==> src/hdl/dvrt_pkg.sv <==
// Package for the distance-vector route table: payload structs, codes, constants.
// No dependencies.
`timescale 1ns / 1ps
`default_nettype none
package dvrt_pkg;

  localparam logic [4:0] CostInf = 5'd16;

  typedef enum logic [2:0] {
    MODE_CONNECT = 3'd0,
    MODE_ROUTE   = 3'd1,
    MODE_EOM     = 3'd2,
    MODE_TICK    = 3'd3,
    MODE_ADV     = 3'd4
  } mode_e;

  typedef enum logic [1:0] {
    ST_DONE  = 2'd0,
    ST_FULL  = 2'd1,
    ST_ENTRY = 2'd2,
    ST_NONE  = 2'd3
  } status_e;

  typedef enum logic [1:0] {
    FSM_IDLE = 2'd0,
    FSM_RUN  = 2'd1,
    FSM_OUT  = 2'd2
  } fsm_e;

  typedef struct packed {
    logic [2:0]  mode;
    logic [31:0] peer_addr;
    logic [31:0] dest_addr;
    logic [4:0]  metric;
  } dvrt_in_t;

  typedef struct packed {
    logic [1:0]  status;
    logic [31:0] route_dest;
    logic [4:0]  route_cost;
    logic        last;
  } dvrt_out_t;

  // One table entry
  typedef struct packed {
    logic [31:0] dest;
    logic [31:0] hop;
    logic [4:0]  cost;
    logic [7:0]  exp_t;
    logic [7:0]  gc_t;
  } entry_t;

  // Command struct for the cells (not used by dvrt_cell or the table)
  typedef struct packed {
    logic        rotate;   // shift ring one step (entry 0 leaves, new enters at tail)
    logic [2:0]  mode;
    logic [31:0] peer;
    logic [4:0]  cost;
    logic [7:0]  exp_lim;
    logic [7:0]  gc_lim;
  } cell_cmd_t;

endpackage
`default_nettype wire

==> src/hdl/dvrt_cell.sv <==
// One entry register of the route table ring.
// Depends on dvrt_pkg. Loads from its neighbor, or takes the updated head entry at the tail.
`timescale 1ns / 1ps
`default_nettype none
module dvrt_cell import dvrt_pkg::*; (
  input  wire        clk_i,
  input  wire        load_i,
  input  entry_t     d_i,
  output entry_t     q_o
);
  entry_t e_q;

  always_ff @(posedge clk_i) begin
    if (load_i) begin
      e_q <= d_i;
    end
  end

  assign q_o = e_q;
endmodule
`default_nettype wire

==> src/hdl/distance_vector_route_table.sv <==
// Distance-vector route table (RIP style) built as a ring of entry cells.
// Each item rotates the ring once, one item at a time; mode 4 delivers one
// result per listed entry as the ring turns.
// A new item is taken only once the pass over the ring is over and the
// last result has been taken; output stalls hold it off longer.
// Reset (async, active low) empties the table and loads both limits with 30.
// Depends on dvrt_pkg and dvrt_cell.
`timescale 1ns / 1ps
`default_nettype none
module distance_vector_route_table import dvrt_pkg::*; #(
  parameter int TABLE_DEPTH = 32
) (
  input  wire        clk_i,
  input  wire        rst_ni,
  input  wire        in_valid_i,
  output logic       in_stall_o,
  input  dvrt_in_t   in_data_i,
  output logic       out_valid_o,
  input  wire        out_stall_i,
  output dvrt_out_t  out_data_o,
  input  wire        psel,
  input  wire        penable,
  input  wire        pwrite,
  input  wire  [2:0] paddr,
  input  wire [31:0] pwdata,
  output logic [31:0] prdata,
  output logic       pready
);
  localparam int CW = $clog2(TABLE_DEPTH + 1);
  localparam logic [CW-1:0] Full = CW'(TABLE_DEPTH);

  // Configuration registers
  logic [7:0] exp_lim_q, gc_lim_q;
  assign pready = 1'b1;
  always_ff @(posedge clk_i or negedge rst_ni) begin
    if (!rst_ni) begin
      exp_lim_q <= 8'd30;
      gc_lim_q  <= 8'd30;
    end else if (psel && penable && pwrite) begin
      if (paddr[2] == 1'b0) exp_lim_q <= pwdata[7:0];
      else                  gc_lim_q  <= pwdata[7:0];
    end
  end
  assign prdata = {24'd0, paddr[2] ? gc_lim_q : exp_lim_q};

  // Ring of cells: entries [0..count-1] valid; rotate moves head to tail.
  entry_t cell_q [TABLE_DEPTH];
  entry_t cell_d [TABLE_DEPTH];
  logic   shift;
  logic   app;                // append one entry at tail_idx, no rotation
  logic [CW-1:0] tail_idx;   // where the returning head entry lands
  entry_t tail_d;

  genvar g;
  generate
    for (g = 0; g < TABLE_DEPTH; g++) begin : g_cell
      logic ld;
      if (g == TABLE_DEPTH - 1) begin : g_tail
        assign cell_d[g] = tail_d;
      end else begin : g_body
        assign cell_d[g] = (CW'(g) == tail_idx) ? tail_d : cell_q[g+1];
      end
      assign ld = (shift && (CW'(g) <= tail_idx || g == TABLE_DEPTH - 1)) ||
                  (app && CW'(g) == tail_idx);
      dvrt_cell u_cell (
        .clk_i (clk_i),
        .load_i(ld),
        .d_i   (cell_d[g]),
        .q_o   (cell_q[g])
      );
    end
  endgenerate

  // Control
  fsm_e          st_q, st_d;
  dvrt_in_t      cmd_q;
  logic [4:0]    cost_q;
  logic [CW-1:0] cnt_q, cnt_d;     // entries in table
  logic [CW-1:0] left_q, left_d;   // entries still to visit
  logic          found_q, found_d; // mode 1 matched / mode 4 emitted
  logic          ov_q, ov_d;
  dvrt_out_t     od_q, od_d;
  logic          accept, out_take;

  assign accept   = in_valid_i && !in_stall_o;
  assign out_take = ov_q && !out_stall_i;
  assign in_stall_o = (st_q != FSM_IDLE) || ov_q;

  entry_t head, upd;
  logic   drop;
  logic   emit;
  logic [5:0] mplus;

  always_comb begin
    head = cell_q[0];
    upd  = head;
    drop = 1'b0;
    emit = 1'b0;
    case (cmd_q.mode)
      MODE_ROUTE: begin
        if (!found_q && head.dest == cmd_q.dest_addr) begin
          if (head.hop != cmd_q.peer_addr) begin
            if (cost_q < head.cost) begin
              upd.cost = cost_q;
              upd.hop  = cmd_q.peer_addr;
            end
          end else begin
            upd.cost = cost_q;
          end
        end
      end
      MODE_EOM: begin
        if ((head.hop == cmd_q.peer_addr || head.dest == cmd_q.peer_addr)
            && head.cost < CostInf) begin
          upd.exp_t = 8'd0;
          upd.gc_t  = 8'd0;
        end
      end
      MODE_TICK: begin
        if (head.gc_t >= gc_lim_q) drop = 1'b1;
        else if (head.exp_t >= exp_lim_q) begin
          upd.cost = CostInf;
          if (head.gc_t != 8'hFF) upd.gc_t = head.gc_t + 8'd1;
        end else begin
          upd.exp_t = head.exp_t + 8'd1;
        end
      end
      MODE_ADV: emit = (head.hop != cmd_q.peer_addr);
      default: ;
    endcase
  end

  assign mplus = {1'b0, in_data_i.metric} + 6'd1;

  always_comb begin
    st_d    = st_q;
    cnt_d   = cnt_q;
    left_d  = left_q;
    found_d = found_q;
    ov_d    = ov_q && !out_take;
    od_d    = od_q;
    shift   = 1'b0;
    app     = 1'b0;
    tail_idx = cnt_q - CW'(1);
    tail_d  = upd;
    case (st_q)
      FSM_IDLE: begin
        if (accept) begin
          st_d = FSM_RUN; left_d = cnt_q; found_d = 1'b0;
        end
      end
      FSM_RUN: begin
        if (left_q != '0) begin
          // mode 4 waits while an earlier listed entry is still held
          if (!(cmd_q.mode == MODE_ADV && emit && ov_q && out_stall_i)) begin
            shift = 1'b1;
            left_d = left_q - CW'(1);
            if (cmd_q.mode == MODE_ROUTE && head.dest == cmd_q.dest_addr)
              found_d = 1'b1;
            if (drop) begin
              tail_idx = Full; // nothing lands; entries slide up
              cnt_d = cnt_q - CW'(1);
            end
            if (emit) begin
              // emit now with last=0; the pending stage below holds each result
              // so that last can be set on the final listed entry on completion
              ov_d = 1'b1;
              od_d = '{status: ST_ENTRY, route_dest: head.dest,
                       route_cost: head.cost, last: 1'b0};
              found_d = 1'b1;
            end
          end
        end else if (!(ov_q && out_stall_i)) begin
          st_d = FSM_OUT;
        end
      end
      FSM_OUT: begin
        if (!ov_q || out_take) begin
          st_d = FSM_IDLE;
          ov_d = 1'b1;
          od_d = '{status: ST_DONE, route_dest: 32'd0, route_cost: 5'd0,
                   last: 1'b1};
          case (cmd_q.mode)
            MODE_CONNECT, MODE_ROUTE: begin
              if (cmd_q.mode == MODE_ROUTE && found_q) begin
              end else if (cnt_q == Full) begin
                od_d.status = ST_FULL;
              end else begin
                app      = 1'b1;
                tail_idx = cnt_q;
                tail_d   = '{dest: cmd_q.dest_addr,
                             hop: (cmd_q.mode == MODE_ROUTE) ? cmd_q.peer_addr : 32'd0,
                             cost: (cmd_q.mode == MODE_ROUTE) ? cost_q : 5'd1,
                             exp_t: 8'd0, gc_t: 8'd0};
                cnt_d = cnt_q + CW'(1);
              end
            end
            MODE_ADV: if (!found_q) od_d.status = ST_NONE;
            default: ;
          endcase
        end
      end
      default: st_d = FSM_IDLE;
    endcase
  end

  // mode 4 last flag: a listed entry is held until the next one comes so last
  // can be set on it; implemented by a pending stage below.
  dvrt_out_t pend_q;
  logic      pv_q;
  logic      pend_in, last_fix;
  assign pend_in  = (od_d.status == ST_ENTRY) && ov_d && !(ov_q && !out_take)
                    && st_q == FSM_RUN;
  assign last_fix = (st_q == FSM_OUT) && (cmd_q.mode == MODE_ADV) && found_q;

  always_ff @(posedge clk_i or negedge rst_ni) begin
    if (!rst_ni) begin
      st_q <= FSM_IDLE; cnt_q <= '0; left_q <= '0;
      found_q <= 1'b0; ov_q <= 1'b0; pv_q <= 1'b0;
    end else begin
      st_q <= st_d; cnt_q <= cnt_d; left_q <= left_d;
      found_q <= found_d;
      // listed entries go to pending; previous pending goes out
      if (pend_in) begin
        pv_q <= 1'b1;
        ov_q <= pv_q;
      end else if (last_fix && (!ov_q || out_take)) begin
        pv_q <= 1'b0;
        ov_q <= 1'b1;
      end else begin
        ov_q <= ov_d;
      end
    end
  end

  always_ff @(posedge clk_i) begin
    if (accept) begin
      cmd_q  <= in_data_i;
      cost_q <= mplus > 6'd16 ? CostInf : mplus[4:0];
    end
    if (pend_in) begin
      pend_q <= od_d;
      if (pv_q) od_q <= pend_q;
    end else if (last_fix && (!ov_q || out_take)) begin
      od_q <= '{status: ST_ENTRY, route_dest: pend_q.route_dest,
                route_cost: pend_q.route_cost, last: 1'b1};
    end else begin
      od_q <= od_d;
    end
  end

  assign out_valid_o = ov_q;
  assign out_data_o  = od_q;

  logic unused;
  assign unused = ^{pwdata[31:8], paddr[1:0]};
endmodule
`default_nettype wire
==> config.mk <==
export PLATFORM = sky130hd
export DESIGN_NAME = distance_vector_route_table
export DESIGN_NICKNAME = d
export VERILOG_FILES = /design/src/hdl/dvrt_pkg.sv /design/src/hdl/dvrt_cell.sv /design/src/hdl/distance_vector_route_table.sv
export SDC_FILE = /design/constraint.sdc
export NUM_CORES = 2
export LEC_CHECK = 0
export BUFFER_PORTS_ARGS = -buffer_cell sky130_fd_sc_hd__clkbuf_2
export CELL_PAD_IN_SITES_DETAIL_PLACEMENT = 1
export CELL_PAD_IN_SITES_GLOBAL_PLACEMENT = 2
export CORE_MARGIN = 10
export CORE_UTILIZATION = 50
export DETAILED_ROUTE_END_ITERATION = 6
export HOLD_SLACK_MARGIN = 0.15
export PLACE_DENSITY = 0.88
export SLEW_MARGIN = 10
export SYNTH_ARGS = -nofsm -noshare
export SYNTH_HDL_FRONTEND = slang
export SYNTH_SLANG_ARGS = --single-unit
==> constraint.sdc <==
create_clock -name clk_i -period 34.5 [get_ports clk_i]
set_input_delay 3.45 -clock clk_i [delete_from_list [all_inputs] [get_ports clk_i]]
set_output_delay 3.45 -clock clk_i [all_outputs]
set_load 0.02 [all_outputs]
### Yosys cells after proc, flatten, opt, wreduce, memory -nomap -nowiden

Index checks and enable logic that the tools add are counted.

| word-level totals | value |
|---|---|
| bits in registers | 2,905 |
| bits of input ports | 114 |
| output and inout bits | 75 |

| cells by class | value |
|---|---|
| $add $sub $neg | 6 |
| order comparisons | 36 |
| equality and inequality tests | 56 |
| mux-type cells | 115 |
| bitwise logic cells | 1 |
| reduce and logical (&&, ||, !) cells | 138 |

Operators with widths:

| cell | number |
|---|---|
| 85-bit two-way mux | 36 |
| 40-bit two-way mux | 7 |
| 6-bit two-way mux | 17 |
| 32-bit equality test | 3 |
| 5-bit by 6-bit equality test with 1-bit output, first input constant | 16 |
| 32-bit two-way mux | 3 |
| 5-bit by 6-bit <= comparator with 1-bit output, first input constant | 15 |
| 1-bit logical AND | 82 |
| 40-bit one-hot mux with 2 select lines | 1 |
| 37-bit two-way mux | 2 |
| 4-bit by 6-bit equality test with 1-bit output, first input constant | 8 |
| 4-bit by 6-bit <= comparator with 1-bit output, first input constant | 8 |
| 6-bit one-hot mux with 2 select lines | 3 |
| 1-bit logical OR | 35 |
| 8-bit two-way mux | 4 |
| 32-bit != test | 1 |
| 16-bit one-hot mux with 2 select lines | 1 |
| 1-bit two-way mux | 26 |
| 3-bit by 6-bit equality test with 1-bit output, first input constant | 4 |
| 3-bit by 6-bit <= comparator with 1-bit output, first input constant | 4 |
| 21-bit two-way mux | 1 |
| 2-bit != test, second input constant | 10 |
| 8-bit by 1-bit adder with 8-bit output, second input constant | 2 |
| 8-bit >= comparator | 2 |
| 38 further kinds | 61 |

### Logic depth before layout (Yosys ltp)

| depth | value |
|---|---|
| depth after elaboration | 13 |
| depth in mapped cells | 15 |

### Modules after synthesis

Synthesis repeated with hierarchy kept, for this count alone.

| second synthesis, totals | value |
|---|---|
| cell total of the unflattened synthesis | 7,135 |
| area total of the unflattened synthesis | 125,865.7 um^2 |

Modules (own cells, without submodules):

| module | times used | cells each | area each (um^2) |
|---|---|---|---|
| dvrt_cell | 32 | 85 | 2,552.4 |
| distance_vector_route_table | 1 | 4,415 | 44,187.4 |

### Worst setup path before layout

OpenSTA, ideal clock, no wires.

| timing path | value |
|---|---|
| path kind | in2reg |
| from | input port out_stall_i |
| to | register g_cell[17].u_cell.e_q (netlist bit g_cell[17].u_cell.q_o[0]), enable pin |
| setup time | 760 ps |
| arrival time | 13,747 ps |
| required time | 33,740 ps |
| setup slack | 19,993 ps |
| stages | 10 |
| path through | and2_1 > clkbuf_1 > a311o_1 > o21ai_0 > o311ai_0 > nand2_1 > buf_2 > nand3_1 > buf_2 > o41ai_1 |

| on the way | value |
|---|---|
| word-level cells in the longest chain between the ends | 8 |
| elaborated cells between the ends (all ways) | 18 |
| classes of those cells | 1 x order compare; 1 x eq/ne; 9 x mux; 7 x reduce/logical |

RTL lines:

| item | line | RTL |
|---|---|---|
| start: declaration | distance_vector_route_table.sv:19 | `input wire out_stall_i,` |
| 1-bit zero test | distance_vector_route_table.sv:86 | `assign out_take = ov_q && !out_stall_i;` |
| 1-bit logical AND | distance_vector_route_table.sv:86 |  |
| 1-bit logical OR | distance_vector_route_table.sv:178 | `if (!ov_q \|\| out_take) begin` |
| 6-bit two-way mux | distance_vector_route_table.sv:178 |  |
| 6-bit one-hot mux with 2 select lines | distance_vector_route_table.sv:146 | `case (st_q)` |
| 5-bit by 6-bit <= comparator with 1-bit output or 5-bit by 6-bit equality test with 1-bit output (tied branches) | distance_vector_route_table.sv:63, distance_vector_route_table.sv:64 |  |
| 1-bit logical AND (on tied branches) | distance_vector_route_table.sv:63, distance_vector_route_table.sv:64 |  |
| 1-bit logical OR (*) | distance_vector_route_table.sv:63 | `assign ld = (shift && (CW'(g) <= tail_idx \|\| g == TABLE_DEPTH - 1)) \|\|` |
| net g_cell[17].ld | distance_vector_route_table.sv:57 | `logic ld;` |
| end signal: assignment | dvrt_cell.sv:15 | `e_q <= d_i;` |
| end: declaration | dvrt_cell.sv:11 | `entry_t e_q;` |

The timed path passes the listed nets; every way through them passes the cells marked *.
A chain may end at the register's enable or synchronous reset.

### Worst setup path after layout

| timing path | value |
|---|---|
| from | input port out_stall_i |
| to | register g_cell[16].u_cell.e_q (netlist bit g_cell[16].u_cell.q_o[53]), enable pin |

| on the way | value |
|---|---|
| word-level cells in the longest chain between the ends | 8 |
| elaborated cells between the ends (all ways) | 18 |
| classes of those cells | 1 x order compare; 1 x eq/ne; 9 x mux; 7 x reduce/logical |

RTL lines:

| item | line |
|---|---|
| 1-bit zero test | distance_vector_route_table.sv:86 |
| 1-bit logical AND | distance_vector_route_table.sv:86 |
| 1-bit logical OR | distance_vector_route_table.sv:178 |
| 6-bit two-way mux | distance_vector_route_table.sv:178 |
| 6-bit one-hot mux with 2 select lines | distance_vector_route_table.sv:146 |
| 5-bit by 6-bit <= comparator with 1-bit output or 5-bit by 6-bit equality test with 1-bit output (tied branches) | distance_vector_route_table.sv:63, distance_vector_route_table.sv:64 |
| 1-bit logical AND (on tied branches) | distance_vector_route_table.sv:63, distance_vector_route_table.sv:64 |
| 1-bit logical OR (*) | distance_vector_route_table.sv:63 |
| net g_cell[16].ld | distance_vector_route_table.sv:57 |
| end signal: assignment | dvrt_cell.sv:15 |
| end: declaration | dvrt_cell.sv:11 |

Marked as above.

==> impl_metrics.py <==
metrics = {
    "global_route": {
        "grt_pass1_wl_um": 615000,
        "grt_max_degree": 174,
        "overflow": 0,
        "track_usage": 0.313,
        "antenna_found_initial": 11,
        "grt_pass1_vias": 84100,
    },
    "worst_setup_path": {
        "slowest_delay_ns": 1.04,
        "required_ns": 35.08,
        "worstSetupEndpointType": "flop",
        "cp_cell_sequence": "clkbuf_2 > and2_1 > a311oi_1 > nor3b_1 > a211oi_2 > nand2_1 > nor2_2 > nand3_1 > o21ai_4 > buf_4 > buf_4",
        "critPathSlowestCell": "o21ai_4",
        "path_common_cell": "buf_4",
        "criticalPathCategory": "primary input to flop",
        "crit_fanout": 34,
        "cp.arrival_ns": 9.64,
        "start_kind": "primary input",
    },
    "layout": {
        "syn2layout_area_growth_pct": 11.6,
        "fillers": 23000,
        "layout.nets": 8463,
        "drive_above_1_share": 0.269,
        "regArea_um2": 87100,
        "multiInputGateArea_um2": 34300,
    },
    "timing": {
        "period_needed_ns": 9.06,
        "setup_violations": 0,
        "fmax_mhz": 110,
        "skew_ns": 0.0860,
        "rsz0062_at_grt": "false",
        "hold_violations": 0,
        "slew_headroom": -0.00445,
        "max_slew.worst_pin.slew_ns": 1.49,
        "drv_slew": 1,
        "finalWorstSetupSlack_ns": 25.44,
        "timing.final.crit_share": 0.263,
        "final.setup.tns_ns": 0,
        "whs_ns": 0.489,
    },
    "job": {
        "cap_violations": 1,
    },
    "place": {
        "post-place-ws_ns": 24.73,
        "io_buffers": 137,
        "gp_congestion": 0.925,
        "hpwl_um": 237000,
    },
    "synthesis": {
        "yosys-top-cells-count": "2,872 x edfxtp_1, 1,619 x o21ai_0, 1,343 x mux2_2, 657 x nand2_1, 557 x clkbuf_1",
        "synth_most_common_cell": "edfxtp_1",
        "postSynthAreaPerCell_um2": 14.9,
        "synth_warnings": 0,
        "synthTopCellsByArea": "edfxtp_1 70%, mux2_2 12%, o21ai_0 6.5%",
        "synth_cell_type_count": 86,
        "synth_edf_count": 2872,
        "synth_seq_cells": 2905,
        "synth_area_um2": 124000,
        "yosysTopAreaCell": "edfxtp_1",
        "synth_ff_type": "edfxtp_1",
        "syn_inst": 8330,
        "synth_top_area_share": 0.696,
        "ys_seq_area_frac": 0.703,
        "async_flop_share": 0.0114,
    },
    "worst_hold_path": {
        "worstHoldPathType": "flop to flop",
    },
    "cts": {
        "clock_latency_ns": 1.00,
        "root_buffer": "clkbuf_16",
        "h-tree-depth": 5,
        "path_clk_slew_ns": 0.06,
        "cts_setup_buffers": 0,
        "clockBufferDepth": 4,
        "hold_buffers": 0,
        "cts_tree": "done",
        "clock_sinks": 2905,
        "cts-resized-gates": 0,
        "cts_buffers": 316,
    },
    "detailed_routing": {
        "vias_per_cell": 6.80,
        "vias": 80700,
        "wl_um": 434000,
        "drc_errors": 1,
        "antenna_left": 0,
        "drt_iter0_markers": 11900,
        "wl_per_cell_um": 36.6,
        "firstDrtPassIters": 7,
    },
    "floorplan": {
        "die_h_um": 518,
        "rows": 182,
        "fp.coreArea_um2": 246000,
        "initial_utilization": 0.503,
        "die-area_um2": 268000,
        "die_x_um": 518,
        "io_pins": 189,
    },
    "outcome": {
        "status": "finished with violations",
        "violations": "DRC, capacitance limit, slew limit",
    },
}
final timing paths:
check	endpoint	slack, ns	start	cells past startpoint
worst max-delay path	g_cell[16].u_cell.q_o[53]$_DFFE_PP_	25.44	out_stall_i	11
worst min-delay path	g_cell[2].u_cell.q_o[56]$_DFFE_PP_	0.49	g_cell[3].u_cell.q_o[56]$_DFFE_PP_	2
worst max register to register	g_cell[16].u_cell.q_o[53]$_DFFE_PP_	27.25	cnt_q[0]$_DFFE_PN0P_	11
worst min register to register	g_cell[2].u_cell.q_o[56]$_DFFE_PP_	0.49	g_cell[3].u_cell.q_o[56]$_DFFE_PP_	2
max in group asynchronous	left_q[3]$_DFFE_PN0P_	31.28	rst_ni	1
min in group asynchronous	gc_lim_q[6]$_DFFE_PN0P_	2.63	rst_ni	1
per-stage QoR:
step                      utilization  instance area [µm²]  std cells
after floorplan                     -               124000       8353
after global placement          0.522               128000      11300
after detailed placement        0.522               128000      11300
after CTS                       0.561               138000      11900
after global routing            0.561               138000      11900
final                           0.562               138000      11900
layer usage:
metal / up-vias / share of wire / global-route usage / routed length, µm
met2: 5617 / 0.47 / 0.500 / 203000
met1: 41900 / 0.34 / 0.380 / 148000
li1: 31700 / - / - / -
met4: 0 / 0.077 / 0.201 / 33300
met5: - / 0 / 0 / 0
met3: 1463 / 0.11 / 0.0784 / 49700
cell families (layout without fill, tap and decap cells):
kind of cell | Yosys count | count (layout) | synth area share
muxes | 1434 | 1434 | 0.131
DFF | 2905 | 2905 | 0.703
buffers and inverters | 849 | 1042 | 0.0279
other | 2 | 34 | 0.0000606
and+or+nand+nor | 914 | 914 | 0.0318
xor gates and xnor gates | 106 | 106 | 0.00749
adders and majority gates | 29 | 29 | 0.00293
AOI/OAI and AO/OA | 2091 | 2091 | 0.0963
worst max-delay path, delay by kind of cell:
kind	cells	cell delay [ns]
buffers and inverters	3	1.77
AO/OA/AOI/OAI	3	2.16
AND/OR/NAND/NOR	5	2.14
final cells by class:
| type | count | area share |
|---|---|---|
| multi-input combinational | 4599 | 0.248 |
| clock buffer | 381 | 0.0600 |
| tap | 3312 | 0.0300 |
| inverter | 111 | 0.00303 |
| sequential | 2905 | 0.630 |
| timing repair buffer | 387 | 0.0194 |
| clock inverter | 163 | 0.00902 |
| antenna | 9 | 0.000163 |
state kept, by name, summed over array words and instances, names as in the netlist:
register,cells
pend_q,40
out_valid_o,1
cost_q,5
st_q,2
cnt_q,6
gc_lim_q,8
out_data_o,40
cmd_q,67
found_q,1
g_cell.u_cell.q_o,2720
exp_lim_q,8
left_q,6
pv_q,1
placed cells by master (no fill, tap or decap), types with 57 or more instances in the layout:
cell type and instances:
buf_4 238, clkinv_2 57, edfxtp_1 2872, o21ai_0 1601
inv_1 104, mux2_2 1343, nand2_1 639, clkinv_1 75
xnor2_1 71, clkbuf_16 323, a22o_1 243, clkbuf_2 137
clkbuf_1 58
Power is not shown: default switching activity piles up to over one toggle a cycle in this logic, so the estimate is an artifact.
